[config.mk]
export PLATFORM = sky130hd
export DESIGN_NAME = position_frame_parser_unit
export DESIGN_NICKNAME = d
export VERILOG_FILES = /design/src/rtl/core/pfp_pkg.sv /design/src/rtl/core/pfp_core.sv /design/src/rtl/core/position_frame_parser_unit.sv
export SDC_FILE = /design/constraint.sdc
export NUM_CORES = 1
export LEC_CHECK = 0
export BUFFER_PORTS_ARGS = -buffer_cell sky130_fd_sc_hd__buf_2
export CAP_MARGIN = 20
export CELL_PAD_IN_SITES_DETAIL_PLACEMENT = 1
export CELL_PAD_IN_SITES_GLOBAL_PLACEMENT = 2
export CORE_MARGIN = 2
export CORE_UTILIZATION = 32
export CTS_CLUSTER_DIAMETER = 120
export DETAILED_ROUTE_END_ITERATION = 16
export MAX_ROUTING_LAYER = met4
export PLACE_DENSITY = 0.73
export SETUP_SLACK_MARGIN = 0.2
export SLEW_MARGIN = 5
export SYNTH_ARGS = -nofsm -noshare
export SYNTH_HDL_FRONTEND = slang
export SYNTH_SLANG_ARGS = --single-unit
[constraint.sdc]
create_clock -name clk -period 3.82 [get_ports clk]
set_input_delay 1.146 -clock clk [delete_from_list [all_inputs] [get_ports clk]]
set_output_delay 1.146 -clock clk [all_outputs]
set_load 0.02 [all_outputs]
[src/rtl/core/pfp_pkg.sv]
// Package for the position frame parser.
// Holds the result type, field codes, register indexes and reset values.
// No dependencies.
`default_nettype none

package pfp_pkg;

  localparam int ByteWidth = 8;
  localparam int CountWidth = 7;
  localparam int BitsWidth = 64;
  localparam int RunWidth = 2;
  localparam int CfgIndexWidth = 2;

  localparam logic [ByteWidth-1:0] StartMarkerReset = 8'h55;
  localparam logic [ByteWidth-1:0] EndMarkerReset = 8'hF0;
  localparam logic [CountWidth-1:0] MaxLengthReset = 7'd100;

  localparam logic [CfgIndexWidth-1:0] CfgStartMarker = 2'd0;
  localparam logic [CfgIndexWidth-1:0] CfgEndMarker = 2'd1;
  localparam logic [CfgIndexWidth-1:0] CfgMaxLength = 2'd2;

  typedef enum logic [2:0] {
    FIELD_NONE      = 3'd0,
    FIELD_LATITUDE  = 3'd1,
    FIELD_LONGITUDE = 3'd2,
    FIELD_HEIGHT    = 3'd3,
    FIELD_PITCH     = 3'd4,
    FIELD_ROLL      = 3'd5,
    FIELD_HEADING   = 3'd6
  } field_id_t;

  typedef struct packed {
    field_id_t                field_id;
    logic [BitsWidth-1:0]     field_bits;
    logic                     frame_done;
    logic                     overflow;
    logic                     receiving;
  } result_t;

  // Maps a payload byte count to the field that completes at that count.
  function automatic field_id_t field_for_count(input logic [CountWidth:0] count);
    field_id_t id;
    begin
      case (count)
        8'd8:    id = FIELD_LATITUDE;
        8'd16:   id = FIELD_LONGITUDE;
        8'd20:   id = FIELD_HEIGHT;
        8'd24:   id = FIELD_PITCH;
        8'd28:   id = FIELD_ROLL;
        8'd32:   id = FIELD_HEADING;
        default: id = FIELD_NONE;
      endcase
      return id;
    end
  endfunction

endpackage

`default_nettype wire

[src/rtl/core/pfp_core.sv]
// Parser state, configuration registers and the per-byte update logic.
// Depends on pfp_pkg for the result type, field codes and reset values.
`default_nettype none

module pfp_core #(
  parameter int MARKER_COUNT = 3
) (
  input  wire logic                                clk,
  input  wire logic                                rst,
  input  wire logic                                cfg_we,
  input  wire logic [pfp_pkg::CfgIndexWidth-1:0]   cfg_index,
  input  wire logic [pfp_pkg::ByteWidth-1:0]       cfg_data,
  input  wire logic                                step,
  input  wire logic [pfp_pkg::ByteWidth-1:0]       rx_byte,
  output pfp_pkg::result_t                         result
);

  localparam logic [pfp_pkg::RunWidth-1:0] RunTarget = pfp_pkg::RunWidth'(MARKER_COUNT);

  logic [pfp_pkg::ByteWidth-1:0]  start_marker;
  logic [pfp_pkg::ByteWidth-1:0]  end_marker;
  logic [pfp_pkg::CountWidth-1:0] max_length;

  logic                           in_payload, in_payload_next;
  logic [pfp_pkg::RunWidth-1:0]   start_run, start_run_next;
  logic [pfp_pkg::RunWidth-1:0]   end_run, end_run_next;
  logic [pfp_pkg::CountWidth-1:0] payload_count, payload_count_next;
  logic [pfp_pkg::BitsWidth-1:0]  recent_bytes, recent_bytes_next;

  logic [pfp_pkg::CountWidth:0]   count_inc;
  pfp_pkg::field_id_t             id;

  always_ff @(posedge clk) begin
    if (rst) begin
      start_marker <= pfp_pkg::StartMarkerReset;
      end_marker <= pfp_pkg::EndMarkerReset;
      max_length <= pfp_pkg::MaxLengthReset;
    end else if (cfg_we) begin
      case (cfg_index)
        pfp_pkg::CfgStartMarker: start_marker <= cfg_data;
        pfp_pkg::CfgEndMarker:   end_marker <= cfg_data;
        pfp_pkg::CfgMaxLength:   max_length <= cfg_data[pfp_pkg::CountWidth-1:0];
        default: ;
      endcase
    end
  end

  always_comb begin
    in_payload_next = in_payload;
    start_run_next = start_run;
    end_run_next = end_run;
    payload_count_next = payload_count;
    recent_bytes_next = recent_bytes;
    count_inc = {1'b0, payload_count} + 8'd1;
    id = pfp_pkg::FIELD_NONE;
    result = '0;

    if (!in_payload) begin
      if (rx_byte == start_marker) begin
        start_run_next = start_run + 2'd1;
        if (start_run_next == RunTarget) begin
          in_payload_next = 1'b1;
          start_run_next = '0;
        end
      end else begin
        start_run_next = '0;
      end
    end else begin
      recent_bytes_next = {rx_byte, recent_bytes[pfp_pkg::BitsWidth-1:pfp_pkg::ByteWidth]};
      id = pfp_pkg::field_for_count(count_inc);
      result.field_id = id;
      if (id == pfp_pkg::FIELD_LATITUDE || id == pfp_pkg::FIELD_LONGITUDE) begin
        result.field_bits = recent_bytes_next;
      end else if (id != pfp_pkg::FIELD_NONE) begin
        result.field_bits = {32'd0, recent_bytes_next[63:32]};
      end
      payload_count_next = count_inc[pfp_pkg::CountWidth-1:0];
      if (count_inc > {1'b0, max_length}) begin
        payload_count_next = '0;
        in_payload_next = 1'b0;
        result.overflow = 1'b1;
      end
      if (rx_byte == end_marker) begin
        end_run_next = end_run + 2'd1;
        if (end_run_next == RunTarget) begin
          end_run_next = '0;
          in_payload_next = 1'b0;
          payload_count_next = '0;
          result.frame_done = 1'b1;
        end
      end else begin
        end_run_next = '0;
      end
    end
    result.receiving = in_payload_next;
  end

  always_ff @(posedge clk) begin
    if (rst) begin
      in_payload <= 1'b0;
      start_run <= '0;
      end_run <= '0;
      payload_count <= '0;
      recent_bytes <= '0;
    end else if (step) begin
      in_payload <= in_payload_next;
      start_run <= start_run_next;
      end_run <= end_run_next;
      payload_count <= payload_count_next;
      recent_bytes <= recent_bytes_next;
    end
  end

endmodule

`default_nettype wire

[src/rtl/core/position_frame_parser_unit.sv]
// A word accepted from the slave side is held in the input register; its result
// is registered in the result register and then offered on the master side.
// Throughput: one word per cycle; the input register and the result register
// advance together whenever the result register is empty or being taken.
// Reset clears the parser state and restores the register defaults
// (start marker 0x55, end marker 0xF0, maximum length 100).
`default_nettype none

module position_frame_parser_unit #(
  parameter int MARKER_COUNT = 3
) (
  input  wire logic        clk,
  input  wire logic        rst,
  input  wire logic        cfg_we,
  input  wire logic [1:0]  cfg_index,
  input  wire logic [7:0]  cfg_data,
  input  wire logic        s_tvalid,
  output logic             s_tready,
  input  wire logic [7:0]  s_tdata,   // [7:0] rx_byte
  output logic             m_tvalid,
  input  wire logic        m_tready,
  output logic [71:0]      m_tdata,   // [63:0] field_bits, [64] overflow, [65] receiving
  output logic [2:0]       m_tuser,   // [2:0] field_id
  output logic             m_tlast    // frame_done
);

  logic                   in_valid;
  logic [7:0]             in_byte;
  logic                   advance;
  logic                   out_valid;
  pfp_pkg::result_t       step_result;
  pfp_pkg::result_t       out_result;

  assign advance = in_valid && (!out_valid || m_tready);
  assign s_tready = !in_valid || advance;

  always_ff @(posedge clk) begin
    if (rst) begin
      in_valid <= 1'b0;
    end else if (s_tready) begin
      in_valid <= s_tvalid;
    end
  end

  always_ff @(posedge clk) begin
    if (s_tvalid && s_tready) begin
      in_byte <= s_tdata;
    end
  end

  pfp_core #(
    .MARKER_COUNT(MARKER_COUNT)
  ) u_core (
    .clk      (clk),
    .rst      (rst),
    .cfg_we   (cfg_we),
    .cfg_index(cfg_index),
    .cfg_data (cfg_data),
    .step     (advance),
    .rx_byte  (in_byte),
    .result   (step_result)
  );

  always_ff @(posedge clk) begin
    if (rst) begin
      out_valid <= 1'b0;
    end else if (advance) begin
      out_valid <= 1'b1;
    end else if (m_tready) begin
      out_valid <= 1'b0;
    end
  end

  always_ff @(posedge clk) begin
    if (advance) begin
      out_result <= step_result;
    end
  end

  assign m_tvalid = out_valid;
  assign m_tdata = {6'd0, out_result.receiving, out_result.overflow, out_result.field_bits};
  assign m_tuser = out_result.field_id;
  assign m_tlast = out_result.frame_done;

endmodule

`default_nettype wire

# Yosys cells after proc, flatten, opt, wreduce, memory -nomap -nowiden
# Index checks and enable logic that the tools add are counted.
# Widths: inputs -> output; s select.
[op_classes]
n_addsub = 3
n_mul = 0
div_mod_pow = 0
n_lt_le_gt_ge = 1
eq_ne = 14
n_shift = 0
n_mux = 21
bitwise = 1
reduce_logical = 16
[ops]
columns = ["cell", "count"]
rows = [
  ["$mux 64", 1],
  ["$eq 8x5->1 const B", 4],
  ["$mux 32", 1],
  ["$mux 7", 3],
  ["$pmux 3 s6", 1],
  ["$eq 8x8->1", 2],
  ["$reduce_and 2->1", 6],
  ["$mux 1", 10],
  ["$add 7x1->8 const B", 1],
  ["$eq 8x4->1 const B", 1],
  ["$eq 8x6->1 const B", 1],
  ["$gt 8x7->1", 1],
  ["$mux 2", 4],
  ["$eq 2x2->1 const B", 3],
  ["$add 2x1->2 const B", 2],
  ["$eq 3x1->1 const B", 1],
  ["$eq 3x2->1 const B", 1],
  ["$logic_or 1x1->1", 3],
  ["$mux 3", 1],
  ["$reduce_bool 3->1", 1],
  ["$eq 2x1->1 const B", 1],
  ["$logic_and 1x1->1", 2],
  ["$logic_not 1->1", 2],
  ["$logic_not 2->1", 1],
  ["other kinds (2)", 2],
]
[word_totals]
regBits = 179
latchBits = 0
ramBits = 0
rom_bits = 0
n_memories = 0

# Depth between registers and ports, before layout
[logic_depth]
depth_word = 7
depth_mapped = 12
depth_no_buf = 11

# Hierarchy
# From an unflattened synthesis, not the netlist that was laid out.
[unflattened]
hier_cells = 734
area_unflattened_um2 = 7228.2
[modules_own_cells]
columns = ["mod", "n_inst", "cells_each", "area_each_um2"]
rows = [
  ["pfp_core", 1, 639, 4733.3],
  ["position_frame_parser_unit", 1, 95, 2494.9],
]

# Least setup slack after synthesis
# No wires, ideal clock.
[synth_path]
path_type = "in2reg"
start = "input port m_tready"
end = "register u_core.end_run[0] (netlist name)"
arrival_time_ns = 3.857
t_required_ns = 3.692
slack_ns = -0.164
path_stages = 8
n_path_buf = 2
cell_sequence = "nor2b_1 > nand2b_1 > inv_1 > nand2_1 > clkbuf_1 > buf_1 > a21oi_1 > nor2_1"
[synth_between]
elab_chain_len = 3
[synth_rtl]
columns = ["item", "line_no", "text"]
rows = [
  ["from (decl)", "position_frame_parser_unit.sv:21", "input wire logic m_tready,"],
  ["$logic_or 1x1->1", "position_frame_parser_unit.sv:34", "assign advance = in_valid && (!out_valid || m_tready);"],
  ["$logic_and 1x1->1", "position_frame_parser_unit.sv:34", ""],
  ["net advance", "position_frame_parser_unit.sv:29", "logic advance;"],
  ["$reduce_and 2->1 (no source line)", "-", ""],
  ["to (signal assigned)", "pfp_core.sv:108", "end_run <= end_run_next;"],
  ["to (decl)", "pfp_core.sv:26", "logic [pfp_pkg::RunWidth-1:0] end_run, end_run_next;"],
]
# The timed path passes the listed nets, and every way through them passes these cells.
# A chain may end at the register's enable or synchronous reset.

# Worst setup path after layout
[layout_path]
start = "register u_core.payload_count[0] (netlist name)"
end = "register out_result, in the netlist m_tdata[9] (data pin)"
[layout_between]
elab_chain_len = 7
[layout_rtl]
columns = ["item", "line_no", "text"]
rows = [
  ["from (decl)", "pfp_core.sv:27", "logic [pfp_pkg::CountWidth-1:0] payload_count, payload_count_next;"],
  ["from (signal assigned)", "pfp_core.sv:109", "payload_count <= payload_count_next;"],
  ["$add 7x1->8 *", "pfp_core.sv:54", "count_inc = {1'b0, payload_count} + 8'd1;"],
  ["$eq 8x6->1, or another cell as far along", "pfp_pkg.sv:44", "case (count)"],
  ["$pmux 3 s6 *", "pfp_pkg.sv:44", ""],
  ["$mux 3 *", "pfp_core.sv:58", "if (!in_payload) begin"],
  ["$reduce_bool 3->1, or another cell as far along", "pfp_core.sv:74", "end else if (id != pfp_pkg::FIELD_NONE) begin"],
  ["$mux 32 or $logic_or 1x1->1 (tied branches)", "pfp_core.sv:74, pfp_core.sv:72", ""],
  ["$mux 64 *", "pfp_core.sv:72", "if (id == pfp_pkg::FIELD_LATITUDE || id == pfp_pkg::FIELD_LONGITUDE) begin"],
  ["to (signal assigned)", "position_frame_parser_unit.sv:76", "out_result <= step_result;"],
  ["to (decl)", "position_frame_parser_unit.sv:32", "pfp_pkg::result_t out_result;"],
]
# Mark *: on every way between the ends. The rest lies on a longest branch, timed or not. The select of a mux whose other input is x is not followed.

==> results.yml <==
placed_design:
  dp.cells: 1082
  io_buffers: 94
  hpwlAfterDp_microns: 13400
  gp_congestion: 0.839
clock_tree:
  cts.path.max_buffers: 2
  post_cts_buffers: 0
  htree_levels: 4
  ctsResizeCount: 0
  cts_buffers: 17
  cts_root_buf: "clkbuf_16"
  hold_buffers: 0
  worstSkewPairLatency_ps: 420
  cts_sinks: 171
  path_clk_slew_ps: 70
  cts_tree: "built"
cells_and_area:
  n_antenna_cell: 0
  syn2layout_area_growth_pct: 17.8
  drive_above_1_share_pct: 17.5
  nets: 851
  finalNonFillerCells: 1114
drt:
  vias: 5551
  drt_iter0_markers: 240
  vias_per_cell: 4.98
  drtPass1Iterations: 4
  drc: 0
  routed_wirelength_microns: 19600
  wl_per_cell_microns: 17.6
  ant_nets: 0
floorplanning:
  dieWidth_microns: 154
  dieArea_sq_um: 23700
  ios: 101
  die_h_microns: 154
  start_util_pct: 32.8
  placementRows: 54
  coreArea_sq_um: 22000
critical_path:
  critPathBufInv: 2
  rr_worst_depth: 10
  cp_max_fo: 20
  crit_cells: 10
  crit_chain: "ha_1, nand3_1, xor2_1, inv_1, o211ai_1, o2111ai_1, nand2_1, nand2_1, buf_4, o21ai_0"
  end_kind: "flop"
  worst-setup-path-type: "reg -> reg"
  path_common_cell: "nand2_1"
  max_stage_delay_ps: 480
  slowest_stage: "dfxtp_1"
  cp_data_arrival_time_ps: 3360
  critPathTopFamily: "compound AO/OA/AOI/OAI gates"
  startpoint_type: "flop"
  critPathRequiredTime_ps: 4040
yosys:
  ys_warn_count: 0
  syn_inst: 750
  yosysUniqueCellTypes: 51
  ys_ff_latch: 171
  syn_area_sq_um: 7190
  syn_area_per_cell_sq_um: 9.59
  synth_edf_count: 78
  synth-async-reset-ratio_pct: 0
  seq_area_frac_synth_pct: 58.4
  dominantRegCellSynth: "dfxtp_1"
grt:
  grt_usage_pct: 17.1
  grt_pass1_vias: 5662
  grt_util_met1_pct: 21.4
  gr-usage-met2_pct: 28.4
  grt_pass1_wl_microns: 30900
  grt_use_met3_pct: 2.62
  grt.overflow.total: 0
  grt_max_degree: 71
  busiest_layer: "met2"
  antenna_found_initial: 1
sta:
  drv_slew: 0
  skew_ps: 9.48
  rsz0062_at_grt: "false"
  hold_viol_final: 0
  layout_min_cycle_time_ps: 3140
  finalCritPeriodShare_pct: 82.3
  slew_headroom_pct: 41.3
  tns_ps: 0
  worstMarginPinSlew_ps: 880
  fmax_mhz: 318
  whs_ps: 457
  setup-violations-final: 0
pwr:
  p_leak_nw: 3.04
  power_density_nw_per_um2: 456
  vdd_drop_max_mv: 0.263
worst_hold_path:
  holdPathStages: 2
  min_path_type: "reg -> reg"
run:
  drv_cap: 0
run_status:
  status: "completed"
report_power, final:
part	leakage [nW]	switching (mW)	internal [mW]
combinational	1.33	0.136	0.0644
sequential	1.44	0.0355	1.96
clock	0.273	0.753	0.911
total	3.04	0.924	2.94
cells in the final DEF, fill, tap and decap left out, types with 2 or more instances in the layout:
master,Yosys,routed
a211o_1,9,9
a211oi_1,2,2
a21oi_1,91,91
a31oi_1,2,2
and2_1,2,2
and3_1,33,33
buf_12,0,2
buf_2,1,94
buf_4,6,7
clkbuf_16,0,17
clkinv_2,0,2
clkinv_4,0,5
clkinvlp_4,0,3
conb_1,1,6
dfxtp_1,93,93
edfxtp_1,78,78
ha_1,7,7
inv_1,16,15
inv_6,0,3
mux2i_1,11,11
nand2_1,188,187
nand2b_1,3,3
nand3_1,19,19
nand3b_1,7,7
nand4_1,8,8
nor2_1,36,35
nor2b_1,8,8
nor3_1,4,4
nor3b_1,4,4
nor4_1,4,4
o211ai_1,4,4
o21ai_0,18,18
o21ai_1,2,2
or2_2,2,2
or4_1,2,2
xnor2_1,10,10
xor2_1,13,13
cells in the mapped netlist, types with 4 or more instances:
library cell	number	share of area, %
mux2i_1	11	1.5
nor2_1	36	1.9
clkbuf_1	45	2.3
inv_1	16	0.83
nand3_1	19	1.3
buf_4	6	0.63
o211ai_1	4	0.42
nor3b_1	4	0.42
nand2_1	188	9.8
dfxtp_1	93	26
nor3_1	4	0.28
ha_1	7	1.2
xnor2_1	10	1.2
a21oi_1	91	6.3
xor2_1	13	1.6
nand4_1	8	0.70
o21ai_0	18	1.3
a211o_1	9	1.1
nor2b_1	8	0.70
nor4_1	4	0.35
edfxtp_1	78	33
and3_1	33	2.9
nand3b_1	7	0.73
per-stage QoR:
| step | utilization (%) | setup WS (ps) | instance area, sq um | total power, mW |
|---|---|---|---|---|
| after global routing | 38.6 | 440 | 8480 | 4.00 |
| after CTS | 38.6 | 651 | 8480 | 3.91 |
| final | 38.6 | 677 | 8480 | 3.86 |
| after global placement | 36.0 | 824 | 7910 | 2.24 |
| after floorplan | - | 234 | 7230 | 2.16 |
| after detailed placement | 36.0 | 662 | 7910 | 2.25 |
state kept, by name (all words and copies together) (netlist names), 2 cells and up:
signal	cells
u_core.recent_bytes	56
u_core.max_length	7
u_core.payload_count	7
m_tuser	3
in_byte	8
u_core.start_marker	8
u_core.end_marker	8
u_core.start_run	2
m_tdata	66
u_core.end_run	2
routing by layer:
layer  up-vias  wire (microns)
li1       2717               -
met1      2699            8940
met2       114            9660
met3        21             565
met4         0             399
met5         -               0
area by class of cell:
cell class	count	area, sq um
Tap cell	280	350
Clock buffer	18	429
Clock inverter	14	136
Sequential cell	171	4200
Inverter	16	63.8
Fill cell	2489	13500
Multi-Input combinational cell	512	2730
Timing Repair Buffer	103	563
path summary, 6_finish.rpt:
kind / from / end / slack (ps)
worst max-delay path: u_core.payload_count[0] / m_tdata[9] / 680
worst min-delay path: u_core.recent_bytes[15] / u_core.recent_bytes[15] / 460
worst max register to register: u_core.payload_count[0] / m_tdata[9] / 680
worst min register to register: u_core.recent_bytes[15] / u_core.recent_bytes[15] / 460
worst reg2reg max path, delay by kind of cell, from the launching register on:
kind / cells / cell delay [ps]
simple gates: 3 / 520
compound gates: 3 / 700
buf+inv: 2 / 570
fa+ha+maj: 1 / 320
xor+xnor: 1 / 360
flops: 1 / 480
kinds of logic after synthesis:
kind of cell	Yosys count	synth area share, %
AND/OR/NAND/NOR	327	20.9
flip-flops	171	58.4
other	1	0.0521
buffers and inverters	72	4.19
adder cells (fa/ha/maj)	7	1.22
XOR/XNOR	23	2.80
multiplexers	12	1.69
AO/OA/AOI/OAI	137	10.7
Power figures use the tool's default switching activity.
